**src/rtl/lps_pkg.sv**
```systemverilog
// Shared types and constants of the line pixel stepper.
`timescale 1ns / 1ps

package lps_pkg;

    localparam int COORD_BITS = 10;
    localparam int ERR_BITS   = COORD_BITS + 1;
    localparam int COLOR_BITS = 8;

    typedef logic [COORD_BITS-1:0] t_coord;
    typedef logic [ERR_BITS-1:0]   t_err;
    typedef logic [COLOR_BITS-1:0] t_color;

    typedef enum logic {
        REQ_START   = 1'b0,
        REQ_ADVANCE = 1'b1
    } t_req_type;

    typedef enum logic [1:0] {
        DIR_NONE  = 2'd0,
        DIR_PLUS  = 2'd1,
        DIR_MINUS = 2'd3
    } t_dir;

    typedef struct packed {
        t_req_type req_type;
        t_coord    x_start;
        t_coord    y_start;
        t_coord    x_end;
        t_coord    y_end;
        t_color    pen_color;
    } t_req;

    typedef struct packed {
        t_coord pixel_x;
        t_coord pixel_y;
        t_color pixel_color;
        logic   last_pixel;
    } t_pixel;

    typedef struct packed {
        t_coord cur_x;
        t_coord cur_y;
        t_err   err_acc;
        t_coord abs_dx;
        t_coord abs_dy;
        t_dir   x_dir;
        t_dir   y_dir;
        logic   x_major;
        t_coord steps_left;
        t_color line_color;
        logic   busy;
    } t_state;

endpackage

```
**src/rtl/lps_if.sv**
```systemverilog
// Valid/ready channel interfaces for line requests and emitted pixels.
`timescale 1ns / 1ps

interface lps_req_if;
    import lps_pkg::*;

    logic valid;
    logic ready;
    t_req data;

    modport source (output valid, output data, input ready);
    modport sink   (input valid, input data, output ready);
endinterface

interface lps_pix_if;
    import lps_pkg::*;

    logic   valid;
    logic   ready;
    t_pixel data;

    modport source (output valid, output data, input ready);
    modport sink   (input valid, input data, output ready);
endinterface

```
**src/rtl/lps_step.sv**
```systemverilog
// Next-state and pixel logic for one request of the line stepper.
`timescale 1ns / 1ps

module lps_step (
    input  lps_pkg::t_req   i_req,
    input  lps_pkg::t_state i_state,
    output lps_pkg::t_state o_state,
    output logic            o_emit,
    output lps_pkg::t_pixel o_pixel
);
    import lps_pkg::*;

    t_coord w_adx;
    t_coord w_ady;
    logic   w_x_major;
    t_coord w_start_major;
    t_coord w_major;
    t_coord w_minor;
    t_err   w_sum;
    logic   w_minor_step;
    t_err   w_err;

    function automatic t_coord apply_dir(input t_coord c, input t_dir dir);
        t_coord r;
        unique case (dir)
            DIR_PLUS:  r = c + t_coord'(1);
            DIR_MINUS: r = c - t_coord'(1);
            default:   r = c;
        endcase
        return r;
    endfunction

    // Start path: absolute deltas and the major axis.
    assign w_adx = (i_req.x_end >= i_req.x_start) ? i_req.x_end - i_req.x_start
                                                  : i_req.x_start - i_req.x_end;
    assign w_ady = (i_req.y_end >= i_req.y_start) ? i_req.y_end - i_req.y_start
                                                  : i_req.y_start - i_req.y_end;
    assign w_x_major     = (w_adx >= w_ady);
    assign w_start_major = w_x_major ? w_adx : w_ady;

    // Advance path: one add, compare and subtract on the error term.
    assign w_major      = i_state.x_major ? i_state.abs_dx : i_state.abs_dy;
    assign w_minor      = i_state.x_major ? i_state.abs_dy : i_state.abs_dx;
    assign w_sum        = i_state.err_acc + t_err'(w_minor);
    assign w_minor_step = (w_sum >= t_err'(w_major));
    assign w_err        = w_minor_step ? w_sum - t_err'(w_major) : w_sum;

    always_comb begin
        o_state = i_state;
        o_emit  = 1'b0;
        if (i_req.req_type == REQ_START) begin
            o_emit             = 1'b1;
            o_state.cur_x      = i_req.x_start;
            o_state.cur_y      = i_req.y_start;
            o_state.abs_dx     = w_adx;
            o_state.abs_dy     = w_ady;
            o_state.line_color = i_req.pen_color;
            o_state.x_major    = w_x_major;
            o_state.err_acc    = t_err'(w_start_major >> 1);
            o_state.steps_left = w_start_major;
            o_state.busy       = (w_start_major != '0);
            if (i_req.x_end > i_req.x_start) begin
                o_state.x_dir = DIR_PLUS;
            end else if (i_req.x_end < i_req.x_start) begin
                o_state.x_dir = DIR_MINUS;
            end else begin
                o_state.x_dir = DIR_NONE;
            end
            if (i_req.y_end > i_req.y_start) begin
                o_state.y_dir = DIR_PLUS;
            end else if (i_req.y_end < i_req.y_start) begin
                o_state.y_dir = DIR_MINUS;
            end else begin
                o_state.y_dir = DIR_NONE;
            end
        end else if (i_state.busy) begin
            o_emit          = 1'b1;
            o_state.err_acc = w_err;
            if (i_state.x_major) begin
                o_state.cur_x = apply_dir(i_state.cur_x, i_state.x_dir);
                if (w_minor_step) begin
                    o_state.cur_y = apply_dir(i_state.cur_y, i_state.y_dir);
                end
            end else begin
                o_state.cur_y = apply_dir(i_state.cur_y, i_state.y_dir);
                if (w_minor_step) begin
                    o_state.cur_x = apply_dir(i_state.cur_x, i_state.x_dir);
                end
            end
            o_state.steps_left = i_state.steps_left - t_coord'(1);
            o_state.busy       = (o_state.steps_left != '0);
        end
    end

    assign o_pixel.pixel_x     = o_state.cur_x;
    assign o_pixel.pixel_y     = o_state.cur_y;
    assign o_pixel.pixel_color = o_state.line_color;
    assign o_pixel.last_pixel  = (o_state.steps_left == '0);

endmodule

```
**src/rtl/line_pixel_stepper.sv**
```systemverilog
// Top level of the Bresenham line pixel stepper.
`timescale 1ns / 1ps

// A start request gives the first pixel of a line and an advance request gives
// the next one; an advance while no line is running is taken and gives nothing,
// and a start during a line drops it. The pixel of a request is in the output
// register the cycle after the request is taken, and a new request is taken
// every cycle while that register is empty or being drained. This rate rests
// on the update of the line state register by one add, compare and subtract
// on the error term.
module line_pixel_stepper (
    input  logic      i_clk,
    input  logic      i_rst_n,
    lps_req_if.sink   i_req,
    lps_pix_if.source o_pix
);
    import lps_pkg::*;

    t_state r_state;
    t_state n_state;
    t_pixel r_pix;
    t_pixel n_pix;
    logic   r_out_valid;
    logic   w_emit;
    logic   w_accept;

    assign i_req.ready = !r_out_valid || o_pix.ready;
    assign w_accept    = i_req.valid && i_req.ready;

    lps_step u_step (
        .i_req   (i_req.data),
        .i_state (r_state),
        .o_state (n_state),
        .o_emit  (w_emit),
        .o_pixel (n_pix)
    );

    always_ff @(posedge i_clk) begin
        if (!i_rst_n) begin
            r_state <= '0;
        end else if (w_accept) begin
            r_state <= n_state;
        end
    end

    always_ff @(posedge i_clk) begin
        if (!i_rst_n) begin
            r_out_valid <= 1'b0;
        end else if (w_accept) begin
            r_out_valid <= w_emit;
        end else if (o_pix.ready) begin
            r_out_valid <= 1'b0;
        end
    end

    always_ff @(posedge i_clk) begin
        if (w_accept && w_emit) begin
            r_pix <= n_pix;
        end
    end

    assign o_pix.valid = r_out_valid;
    assign o_pix.data  = r_pix;

    // A running line always has pixels left, and an idle one has none.
    a_busy_steps: assert property (@(posedge i_clk) disable iff (!i_rst_n)
        r_state.busy == (r_state.steps_left != '0))
        else $error("busy flag disagrees with remaining step count");

    // The error term stays below the major delta while a line runs.
    a_err_bound: assert property (@(posedge i_clk) disable iff (!i_rst_n)
        r_state.busy |-> (r_state.err_acc <
            t_err'(r_state.x_major ? r_state.abs_dx : r_state.abs_dy)))
        else $error("error accumulator reached the major delta");

    // A start request always shows its start point in the next cycle.
    a_start_pixel: assert property (@(posedge i_clk) disable iff (!i_rst_n)
        (w_accept && i_req.data.req_type == REQ_START) |=>
            (r_out_valid && r_pix.pixel_x == $past(i_req.data.x_start)
             && r_pix.pixel_y == $past(i_req.data.y_start)))
        else $error("start request did not emit its start pixel");

    // An advance with no line running leaves the output empty.
    a_idle_advance: assert property (@(posedge i_clk) disable iff (!i_rst_n)
        (w_accept && i_req.data.req_type == REQ_ADVANCE && !r_state.busy)
            |=> !r_out_valid)
        else $error("advance while idle produced a pixel");

    // Once the last pixel is out, no line is running.
    a_last_idle: assert property (@(posedge i_clk) disable iff (!i_rst_n)
        (r_out_valid && r_pix.last_pixel) |-> !r_state.busy)
        else $error("last pixel emitted while line still running");

endmodule
```
**src/flat_wrapper.sv**
```systemverilog
// flat-port wrapper written by rule: the top's interface ports become plain ports
module line_pixel_stepper_flat import lps_pkg::*;
  (i_clk, i_rst_n, i_req_valid, i_req_data, i_req_ready, o_pix_valid, o_pix_data, o_pix_ready);
  lps_req_if i_req_i ();
  lps_pix_if o_pix_i ();
  input  logic i_clk;
  input  logic i_rst_n;
  input wire logic [$bits(i_req_i.valid)-1:0] i_req_valid;
  input wire logic [$bits(i_req_i.data)-1:0] i_req_data;
  output wire logic [$bits(i_req_i.ready)-1:0] i_req_ready;
  output wire logic [$bits(o_pix_i.valid)-1:0] o_pix_valid;
  output wire logic [$bits(o_pix_i.data)-1:0] o_pix_data;
  input wire logic [$bits(o_pix_i.ready)-1:0] o_pix_ready;
  assign i_req_i.valid = i_req_valid;
  assign i_req_i.data = i_req_data;
  assign i_req_ready = i_req_i.ready;
  assign o_pix_valid = o_pix_i.valid;
  assign o_pix_data = o_pix_i.data;
  assign o_pix_i.ready = o_pix_ready;
  line_pixel_stepper u_core (.i_clk(i_clk), .i_rst_n(i_rst_n), .i_req(i_req_i), .o_pix(o_pix_i));
endmodule
```
**config.mk**
```make
export PLATFORM = sky130hd
export DESIGN_NAME = line_pixel_stepper_flat
export DESIGN_NICKNAME = d
export VERILOG_FILES = /design/src/rtl/lps_pkg.sv /design/src/rtl/lps_if.sv /design/src/rtl/lps_step.sv /design/src/rtl/line_pixel_stepper.sv /design/src/flat_wrapper.sv
export SDC_FILE = /design/constraint.sdc
export NUM_CORES = 1
export LEC_CHECK = 0
export ABC_AREA = 1
export ABC_CLOCK_PERIOD_IN_PS = 10800
export BUFFER_PORTS_ARGS = -buffer_cell sky130_fd_sc_hd__buf_2
export CAP_MARGIN = 20
export CORE_ASPECT_RATIO = 1.75
export CORE_MARGIN = 2
export CORE_UTILIZATION = 45
export DETAILED_ROUTE_END_ITERATION = 12
export REMOVE_ABC_BUFFERS = 1
export SLEW_MARGIN = 20
export SYNTH_ARGS = -nofsm -noshare
export SYNTH_HDL_FRONTEND = slang
export SYNTH_SLANG_ARGS = --single-unit
```
**constraint.sdc**
```tcl
create_clock -name i_clk -period 10.8 [get_ports i_clk]
set_input_delay 3.24 -clock i_clk [delete_from_list [all_inputs] [get_ports i_clk]]
set_output_delay 3.24 -clock i_clk [all_outputs]
set_load 0.005 [all_outputs]
```
Word-level counts from Yosys, hierarchy flattened
Cells that the tools add are included.
{"block": "op_classes", "reduce_logical": 10, "n_lt_le_gt_ge": 8, "eq_ne": 5, "mux": 26, "n_addsub": 11, "n_bitwise": 1}
{"operator": "$mux W10", "n": 9}
{"operator": "$mux W31", "n": 2}
{"operator": "$pmux W10 S2", "n": 2}
{"operator": "$sub A10 B10 Y10", "n": 4}
{"operator": "$ge A10 B10 Y1", "n": 3}
{"operator": "$sub A10 B1 Y10 const B", "n": 3}
{"operator": "$add A10 B1 Y10 const B", "n": 2}
{"operator": "$gt A10 B10 Y1", "n": 2}
{"operator": "$lt A10 B10 Y1", "n": 2}
{"operator": "$mux W20", "n": 1}
{"operator": "$reduce_bool A10 Y1", "n": 2}
{"operator": "$add A11 B10 Y11", "n": 1}
{"operator": "$ge A11 B10 Y1", "n": 1}
{"operator": "$mux W11", "n": 1}
{"operator": "$sub A11 B10 Y11", "n": 1}
{"operator": "$logic_not A10 Y1", "n": 1}
{"operator": "$mux W2", "n": 4}
{"operator": "$mux W8", "n": 1}
{"operator": "$mux W1", "n": 6}
{"operator": "$eq A2 B1 Y1 const B", "n": 2}
{"operator": "$eq A2 B2 Y1 const B", "n": 2}
{"operator": "$reduce_and A2 Y1", "n": 2}
{"operator": "$logic_and A1 B1 Y1", "n": 2}
{"operator": "$ne A2 B1 Y1 const B", "n": 1}
{"operator": "4 further kinds", "n": 4}
{"block": "totals", "out_inout_bits": 31, "word_cells": 77, "reg_bits": 105, "in_bits": 53}

Logic depth before layout (Yosys ltp)
Gate-level depths: netlist of run 1.
{"block": "logic_depth", "word_depth": 7, "depth_mapped": 30, "mapped_depth_nobuf": 28}

Cells and area by module
From an unflattened synthesis of run 1, not the netlist that was laid out.
{"block": "unflattened", "hier_cells": 1754, "area_unflattened_um2": 10953.0}
{"mod": "lps_step", "cells_each": 1224, "seq_area_each_um2": 0.0, "area_per_inst_um2": 6646.4, "instances": 1}
{"mod": "line_pixel_stepper", "cells_each": 530, "seq_area_each_um2": 2392.3, "area_per_inst_um2": 4306.6, "instances": 1}

Least setup slack after synthesis of run 1
OpenSTA, ideal clock, no wires.
{"block": "synth_path", "kind": "input to output", "start": "in o_pix_ready", "end": "out i_req_ready", "slack_ps": 4217, "required_ps": 7560, "path_buffers": 0, "stages": 2, "arrival_time_ps": 3343, "cell_sequence": "inv_1 nand2_1"}
{"block": "synth_between", "elab_chain_cells": 1}
{"element": "from (decl)", "line_no": "flat_wrapper.sv:13", "text": "input wire logic [$bits(o_pix_i.ready)-1:0] o_pix_ready;"}
{"element": "$logic_or A1 B1 Y1", "line_no": "line_pixel_stepper.sv:27", "text": "assign i_req.ready = !r_out_valid || o_pix.ready;"}
{"element": "to (decl)", "line_no": "flat_wrapper.sv:10", "text": "output wire logic [$bits(i_req_i.ready)-1:0] i_req_ready;"}
Every way passes these cells.

==> results of run 1 <==
[area by class of cell]
cell class	count	share of cell area (%)
Timing Repair Buffer	91	4.690
Sequential cell	105	22.64
Clock inverter	5	0.6040
Inverter	249	8.870
Multi-Input combinational cell	1107	57.91
Tap cell	252	2.984
Clock buffer	11	2.297
[cell families after synthesis]
family	count (synthesis)	share of synthesized area [%]
adder cells (fa/ha/maj)	94	12.85
flip-flops	105	24.86
XOR/XNOR	35	3.186
AO/OA/AOI/OAI	283	16.15
AND/OR/NAND/NOR	695	31.27
buffers and inverters	294	11.69
[registers in the layout, summed over array words and instances, names as in the netlist]
signal	flops
u_core.r_state	75
u_core.o_pix.data	29
u_core.o_pix.valid	1
[through the flow]
stage	instances	total power [W]	util [%]
floorplan	1461	0.0009512	-
global placement	1803	0.001154	48.88
detailed placement	1804	0.001157	49.01
CTS	1820	0.001510	50.47
global route	1820	0.001614	50.47
finish	1820	0.001505	50.47
[layer usage]
metal / part of all wire, % / track usage [%] / up-vias
met5: 0 / 0 / -
met4: 6.2 / 16.80 / 0
met3: 2.8 / 3.068 / 90
met2: 54 / 50.80 / 243
met1: 37 / 28.03 / 4466
li1: - / - / 4970
[layout by cell type, fill, tap and decap left out, types with 16 or more instances in the layout]
master / instances
a21oi_1: 105
buf_2: 83
dfxtp_1: 76
edfxtp_1: 29
ha_1: 86
inv_1: 240
nand2_1: 442
nand2_2: 16
nand3_1: 104
nand4_1: 20
nor2_1: 81
o211ai_1: 21
o21ai_0: 115
xor2_1: 20
[worst max-delay path, cell delays in order]
cell and delay (ps):
buf_2 110, inv_1 60, ha_1 160, inv_1 90
fa_1 440, inv_1 80, nor2_1 50, nor2_1 180
inv_1 90, nand2_1 80, nand3_1 70, nand2_1 70
nand2_1 50, nand2_1 130, inv_1 60, ha_1 280
nand2_1 80, nor2_1 60, o211ai_1 110, nand4_1 430
o21ai_0 700, o21a_1 230, nor2_1 50, nand2_1 60
nor2_1 40
[path summary, 6_finish.rpt]
| path | start | to | slack, ps | cells past startpoint |
|---|---|---|---|---|
| min | u_core.r_state[6] | u_core.r_state[6] | 450 | 2 |
| min reg2reg | u_core.r_state[6] | u_core.r_state[6] | 450 | 2 |
| max | i_req_data[18] | u_core.o_pix.data[0] | 3940 | 25 |
| max reg2reg | u_core.r_state[19] | u_core.o_pix.data[25] | 5990 | 26 |
[power groups by stage]
stage | registers (W) | clock network, W | logic (W)
6_report | 0.000463 | 0.000351 | 0.000691
5_1_grt | 0.000466 | 0.000371 | 0.000777
4_1_cts | 0.000462 | 0.000358 | 0.000689
3_5_place_dp | 0.000471 | 0 | 0.000686
3_3_place_gp | 0.000471 | 0 | 0.000683
2_1_floorplan | 0.000468 | 0 | 0.000483
==> impl_metrics.py, run 1 <==
metrics = {
    "logic_synthesis": {
        "yosys_warnings": 0,
        "synth_most_common_cell": "nand2_1",
        "async_flop_share_pct": 0,
        "yosys-top-cells-area": "nand2_1 (17%), dfxtp_1 (16%), ha_1 (11%), inv_1 (9.4%), edfxtp_1 (9.0%)",
        "ys_seq_area_share_pct": 24.86,
        "synth_top_flop_cell": "dfxtp_1",
        "mappedNetlistArea_sq_um": 9623,
        "synth_top_cell_area_share_pct": 17.28,
        "synthTopCellsByCount": "nand2_1 (443), inv_1 (240), o21ai_0 (115)",
        "ys_types": 43,
        "synth-seq-cells": 105,
        "synth_edf_count": 29,
        "synth.largest_area_cell": "nand2_1",
        "syn_inst": 1506,
        "syn_area_per_cell_sq_um": 6.390,
    },
    "setup_path": {
        "crit_fanout": 11,
        "crit_type": "input port to register",
        "required_ps": 10950,
        "cp-start-kind": "input port",
        "cp.arrival_ps": 7010,
        "critPathCaptureType": "register",
    },
    "power_and_ir_drop": {
        "pwr-share-clk_pct": 23.3,
        "p_comb_share_pct": 45.9,
        "power.share.switching_pct": 43.41,
        "peakVddDrop_mv": 0.08625,
        "p_per_area_nw_per_um2": 142.5,
        "p_switching_w": 0.0006535,
        "p_int_w": 0.0008519,
        "p_seq_share_pct": 30.7,
        "power_leakage_nw": 5.657,
    },
    "grt": {
        "grt_pass1_wl_mm": 47.23,
        "grt_pass1_vias": 9352,
        "overflow": 0,
        "antenna_found_initial": 0,
        "grt_max_degree": 54,
        "track_usage_pct": 27.11,
    },
    "clocking": {
        "cts_buffers": 9,
        "clk_latency_ps": 380,
        "hold_buffers": 0,
        "post_cts_buffers": 0,
        "cts_root_buf": "clkbuf_16",
        "clk_path_buf_depth": 2,
        "clk_pin_slew_ps": 80,
        "clkSinkCount": 105,
        "cts_tree": "done",
        "cts_resized": 0,
        "htreeDepth": 3,
    },
    "timing": {
        "rsz0062_at_grt": "false",
        "skew_ps": 10.27,
        "slew_headroom_pct": 42.98,
        "fin_crit_ps": 6863,
        "tns_ps": 0,
        "holdWs_ps": 448.0,
        "hold_viol_final": 0,
        "fmax_mhz": 145.7,
        "drv_slew": 0,
        "fin_crit_sh_pct": 63.54,
        "worstMarginPinSlew_ps": 852.2,
        "setup_viol": 0,
        "setup_slack_ps": 3937,
    },
    "route": {
        "drt_iter0_markers": 592,
        "wl_mm": 29.89,
        "antenna_left": 0,
        "vias": 9769,
        "wire_per_inst_um": 16.42,
        "viasPerCell": 5.368,
        "drt-pass1-iter-count": 6,
        "drc": 0,
    },
    "final_layout": {
        "num-nets-final": 1710,
        "postLayoutCellArea_sq_um": 10570,
        "n_fill_cell": 2221,
        "antenna_cells": 0,
        "seq_area_sq_um": 2392,
        "area_growth_pct": 9.790,
        "multi_input_area_sq_um": 6118,
        "final_layout_size_suffix_gt1_share_pct": 10.14,
    },
    "floorplanning": {
        "num_rows": 70,
        "die_h_um": 197.5,
        "design.die.area_sq_um": 22620,
        "coreArea_sq_um": 20930,
        "io_pins": 84,
        "die_w_um": 114.5,
        "start_util_pct": 45.97,
    },
    "place": {
        "gp_congestion": 0.9426,
        "dp_hpwl_mm": 23.54,
        "place_ws_ps": 3599,
        "port_buffers": 83,
        "place_area_sq_um": 10260,
    },
    "hold_path": {
        "hold_class": "register to register",
    },
    "outcome": {
        "outcome": "complete, no violations",
    },
    "flow_run": {
        "drv_cap": 0,
    },
}
No activity file was read; power rests on OpenSTA's default activity.
==> run 2, diff against run 1 <==
--- a/config.mk
+++ b/config.mk
@@ -6,13 +6,14 @@
 export NUM_CORES = 1
 export LEC_CHECK = 0
 export ABC_AREA = 1
-export ABC_CLOCK_PERIOD_IN_PS = 10800
+export ABC_CLOCK_PERIOD_IN_PS = 6100
 export BUFFER_PORTS_ARGS = -buffer_cell sky130_fd_sc_hd__buf_2
 export CAP_MARGIN = 20
 export CORE_ASPECT_RATIO = 1.75
 export CORE_MARGIN = 2
 export CORE_UTILIZATION = 45
 export DETAILED_ROUTE_END_ITERATION = 12
+export PLACE_DENSITY = 0.65
 export REMOVE_ABC_BUFFERS = 1
 export SLEW_MARGIN = 20
 export SYNTH_ARGS = -nofsm -noshare
==> constraint.sdc (replaced) <==
create_clock -name i_clk -period 6.1 [get_ports i_clk]
set_input_delay 1.83 -clock i_clk [delete_from_list [all_inputs] [get_ports i_clk]]
set_output_delay 1.83 -clock i_clk [all_outputs]
set_load 0.005 [all_outputs]
==> impl_metrics.py, run 2 (same netlist as run 1, synthesis figures left out) <==
metrics = {
    "place": {
        "dp_hpwl_mm": 23.66,
        "place_area_sq_um": 10250,
        "port_buffers": 83,
        "gp_congestion": 0.9932,
    },
    "timing": {
        "fin_crit_sh_pct": 88.88,
        "skew_ps": 14.10,
        "slew_headroom_pct": 28.41,
        "rsz0062_at_grt": "false",
        "drv_slew": 0,
        "setup_viol": 0,
        "hold_viol_final": 0,
        "fmax_mhz": 184.4,
        "worstMarginPinSlew_ps": 1067,
        "tns_ps": 0,
        "fin_crit_ps": 5422,
    },
    "route": {
        "wl_mm": 29.31,
        "antenna_left": 0,
        "wire_per_inst_um": 16.08,
        "vias": 9711,
        "drt-pass1-iter-count": 5,
        "viasPerCell": 5.330,
        "drc": 0,
        "drt_iter0_markers": 389,
    },
    "setup_path": {
        "r2r_start": "u_core.r_state[19]",
        "crit_path_start": "i_req_data[18]",
        "required_ps": 6230,
        "critPathCaptureType": "register",
        "crit_type": "input port to register",
        "cp-start-kind": "input port",
        "crit_fanout": 11,
        "reg2reg_slack_ps": 1260,
        "cp.arrival_ps": 5550,
        "rr_worst_depth": 27,
        "rr_endpoint": "u_core.o_pix.data[25]",
        "cp-endpoint": "u_core.o_pix.data[0]",
    },
    "final_layout": {
        "final_layout_size_suffix_gt1_share_pct": 10.25,
        "largest_reg_flops": 75,
        "layout_common_cells": "nand2_1 (442), inv_1 (239), o21ai_0 (115)",
        "num-nets-final": 1712,
        "area_growth_pct": 9.570,
        "postLayoutCellArea_sq_um": 10540,
        "layout_commonest_cell": "nand2_1",
        "n_fill_cell": 2174,
        "regMostFlops": "u_core.r_state",
        "antenna_cells": 0,
    },
    "clocking": {
        "cts_buffers": 9,
        "htreeDepth": 3,
        "cts_resized": 0,
        "clk_pin_slew_ps": 80,
        "clk_path_buf_depth": 2,
        "cts_tree": "done",
        "clk_latency_ps": 370,
        "cts_root_buf": "clkbuf_16",
        "hold_buffers": 0,
        "post_cts_buffers": 0,
        "clkSinkCount": 105,
    },
    "floorplanning": {
        "design.die.area_sq_um": 22620,
        "io_pins": 84,
        "die_w_um": 114.5,
        "num_rows": 70,
        "coreArea_sq_um": 20930,
        "die_h_um": 197.5,
        "start_util_pct": 45.97,
    },
    "power_and_ir_drop": {
        "power_leakage_nw": 5.648,
        "p_per_area_nw_per_um2": 248.2,
        "peakVddDrop_mv": 0.1334,
    },
    "grt": {
        "antenna_found_initial": 0,
        "grt_pass1_wl_mm": 46.31,
        "grt_pass1_vias": 9382,
        "overflow": 0,
        "grt_max_degree": 54,
        "track_usage_pct": 26.29,
    },
    "flow_run": {
        "drv_cap": 0,
    },
    "outcome": {
        "outcome": "complete, no violations",
    },
    "hold_path": {
        "hold_class": "register to register",
    },
}
run 2: worst min-delay path by stage:
stage	start	to	slack (ps)	depth (start not counted)
floorplan	u_core.r_state[1]	u_core.r_state[1]	420	2
CTS	u_core.r_state[2]	u_core.r_state[2]	450	2
global route	u_core.r_state[8]	u_core.r_state[8]	480	2
finish	u_core.r_state[3]	u_core.r_state[3]	450	2
detailed placement	u_core.r_state[2]	u_core.r_state[2]	440	2
global placement	u_core.r_state[2]	u_core.r_state[2]	440	2
run 2: layer usage:
layer  GRT usage [%]  wire, um
met2           48.37     15400
met1           27.50     11150
met4           17.71      1970
met3           2.792       777
met5               0         0
run 2: worst max-delay path: stages:
cell      delay [ps]
buf_2            110
inv_1             50
ha_1             210
inv_1            100
fa_1             440
inv_1             80
nor2_1            40
nor2_1           200
inv_1             90
nand2_1           80
nand3_1           60
nand2_1           80
nand2_1           50
nand2_1          160
inv_1             70
ha_1             290
nand2_1           90
nor2_1            70
o211ai_1         120
nand4_1          450
nand3_1          340
nand3_1          210
nand2_1          150
nor2_1            70
nand3_1           70
nor2_1            40
run 2: cell type report:
class / instances / area [sq um] / area share [%]
Sequential cell: 105 / 2392 / 22.69
Tap cell: 252 / 315.3 / 2.990
Clock buffer: 10 / 229.0 / 2.172
Inverter: 249 / 937.1 / 8.888
Multi-Input combinational cell: 1107 / 6118 / 58.03
Clock inverter: 6 / 61.31 / 0.5815
Timing Repair Buffer: 93 / 490.5 / 4.652
run 2: through the flow:
stage	hold WS (ps)	std cells	util, %	worst slack, ps	total power, W
2_1_floorplan	423.9	1461	-	1016	0.001684
3_3_place_gp	435.3	1806	48.98	361.4	0.002027
3_5_place_dp	442.6	1806	48.98	359.2	0.002037
4_1_cts	454.8	1822	50.37	754.5	0.002619
5_1_grt	477.3	1822	50.37	402.2	0.002815
6_report	451.2	1822	50.37	678.3	0.002617
run 2: report_power, final:
| part | internal [W] | switching [W] |
|---|---|---|
| clock network | 0.000287 | 0.000296 |
| logic | 0.000397 | 0.000817 |
| registers | 0.000780 | 0.0000407 |
| total | 0.00146 | 0.00115 |
==> run 3, diff against run 2 <==
--- a/config.mk
+++ b/config.mk
@@ -9,10 +9,11 @@
 export ABC_CLOCK_PERIOD_IN_PS = 6100
 export BUFFER_PORTS_ARGS = -buffer_cell sky130_fd_sc_hd__buf_2
 export CAP_MARGIN = 20
-export CORE_ASPECT_RATIO = 1.75
+export CORE_ASPECT_RATIO = 1.25
 export CORE_MARGIN = 2
 export CORE_UTILIZATION = 45
 export DETAILED_ROUTE_END_ITERATION = 12
+export GPL_TIMING_DRIVEN = 0
 export PLACE_DENSITY = 0.65
 export REMOVE_ABC_BUFFERS = 1
 export SLEW_MARGIN = 20
==> impl_metrics.py, run 3 (same netlist as run 1, synthesis figures left out) <==
metrics = {
    "outcome": {
        "outcome": "complete, no violations",
    },
    "place": {
        "place_ws_ps": 88.06,
        "dp_hpwl_mm": 20.92,
        "port_buffers": 83,
        "place_area_sq_um": 10280,
        "gp_congestion": 0.9586,
    },
    "timing": {
        "fin_crit_sh_pct": 92.50,
        "worstMarginPinSlew_ps": 994.0,
        "drv_slew": 0,
        "hold_viol_final": 0,
        "rsz0062_at_grt": "false",
        "slew_headroom_pct": 33.33,
        "tns_ps": 0,
        "setup_slack_ps": 457.3,
        "fmax_mhz": 177.2,
        "fin_crit_ps": 5643,
        "setup_viol": 0,
        "skew_ps": 13.43,
    },
    "grt": {
        "grt_max_degree": 55,
        "grt_pass1_wl_mm": 43.64,
        "track_usage_pct": 23.99,
        "antenna_found_initial": 0,
        "overflow": 0,
        "grt_pass1_vias": 9000,
    },
    "floorplanning": {
        "num_rows": 59,
        "coreArea_sq_um": 20890,
        "start_util_pct": 46.06,
        "design.die.area_sq_um": 22580,
        "die_w_um": 134.8,
        "io_pins": 84,
        "die_h_um": 167.5,
    },
    "clocking": {
        "cts_buffers": 9,
        "clk_path_buf_depth": 2,
        "cts_resized": 0,
        "clkSinkCount": 105,
        "clk_pin_slew_ps": 80,
        "clk_latency_ps": 370,
        "cts_tree": "done",
        "hold_buffers": 0,
        "cts_root_buf": "clkbuf_16",
        "post_cts_buffers": 0,
        "htreeDepth": 3,
    },
    "setup_path": {
        "cp.arrival_ps": 5770,
        "cp-start-kind": "input port",
        "cpPeakStageDelay_ps": 640,
        "path_buf_inv": 4,
        "critPathCaptureType": "register",
        "crit_top_cell": "nand2_1",
        "required_ps": 6230,
        "reg2reg_slack_ps": 1250,
        "cp_top_family": "simple AND/OR/NAND/NOR gates",
        "crit_fanout": 11,
        "crit_type": "input port to register",
        "cp_cell_sequence": "buf_2 -> inv_1 -> ha_1 -> inv_1 -> fa_1 -> nand4_2 -> nand3_2 -> nor2_4 -> nand2_1 -> nand2_1 -> inv_1 -> ha_1 -> a21oi_1 -> o21ai_0 -> nand2_1 -> nand4_1 -> o21ai_0 -> o21a_1 -> nor2_1 -> nand2_1 -> nor2_1",
        "slowest_stage": "o21ai_0",
    },
    "power_and_ir_drop": {
        "peakVddDrop_mv": 0.1486,
        "finalPower_w": 0.002635,
        "p_per_area_nw_per_um2": 248.5,
        "power_leakage_nw": 5.644,
    },
    "route": {
        "drt-pass1-iter-count": 5,
        "viasPerCell": 5.176,
        "drc": 0,
        "antenna_left": 0,
        "vias": 9513,
        "drt_iter0_markers": 534,
        "wl_mm": 26.81,
        "wire_per_inst_um": 14.58,
    },
    "flow_run": {
        "drv_cap": 0,
    },
    "final_layout": {
        "postLayoutCellArea_sq_um": 10600,
        "largest_reg_flops": 75,
        "layout_commonest_cell": "nand2_1",
        "layout_common_cells": "nand2_1 (442), inv_1 (238), o21ai_0 (115)",
        "regMostFlops": "u_core.r_state",
        "num-nets-final": 1705,
        "final_layout_size_suffix_gt1_share_pct": 10.04,
        "area_growth_pct": 10.17,
    },
    "hold_path": {
        "hold_class": "register to register",
    },
}
==> run 3: cell types whose count changed in the layout (fill, tap and decap cells not counted), moves of 2 or more <==
cell and change:
buf_4 -10, buf_12 +2, clkinv_8 +2, clkinv_4 -2
==> run 3: power by group <==
group	leakage, nW	internal [W]	total, W	switching (W)
registers	0.906	0.000780	0.000823	0.0000434
logic	4.58	0.000395	0.00119	0.000796
clock network	0.154	0.000300	0.000621	0.000321
==> run 3: metal layers <==
metal	wire length [um]	GRT usage, %
met1	11780	29.04
met2	13240	43.41
met3	975	2.543
met4	809	8.787
met5	0	0
==> run 3: final cells by class <==
type	count	area, sq um
fill	2188	10290
multi-input combinational	1107	6123
sequential	105	2394
inverter	249	937.1
timing repair buffer	86	483.0
tap	274	342.8
clock buffer	9	225.2
clock inverter	7	93.84
antenna	1	2.502
==> run 3: path summary, 6_finish.rpt <==
path | start | endpoint | depth (start not counted)
setup / recovery | i_req_data[18] | u_core.o_pix.data[0] | 21
hold reg to reg | u_core.r_state[3] | u_core.r_state[3] | 2
setup reg to reg | u_core.r_state[19] | u_core.o_pix.data[22] | 23
hold / removal | u_core.r_state[3] | u_core.r_state[3] | 2
==> run 3: worst min-delay path, cell delays in order (launching register included) <==
cell	delay (ps)
dfxtp_1	310
inv_1	60
a21oi_1	50
==> run 3: per-stage QoR <==
step | utilization [%] | hold slack [ps] | std cells
3_5_place_dp | 49.20 | 442.7 | 1821
4_1_cts | 50.73 | 456.5 | 1837
2_1_floorplan | - | 423.9 | 1461
3_3_place_gp | 48.79 | 436.0 | 1818
6_report | 50.75 | 453.7 | 1838
5_1_grt | 50.73 | 476.3 | 1837
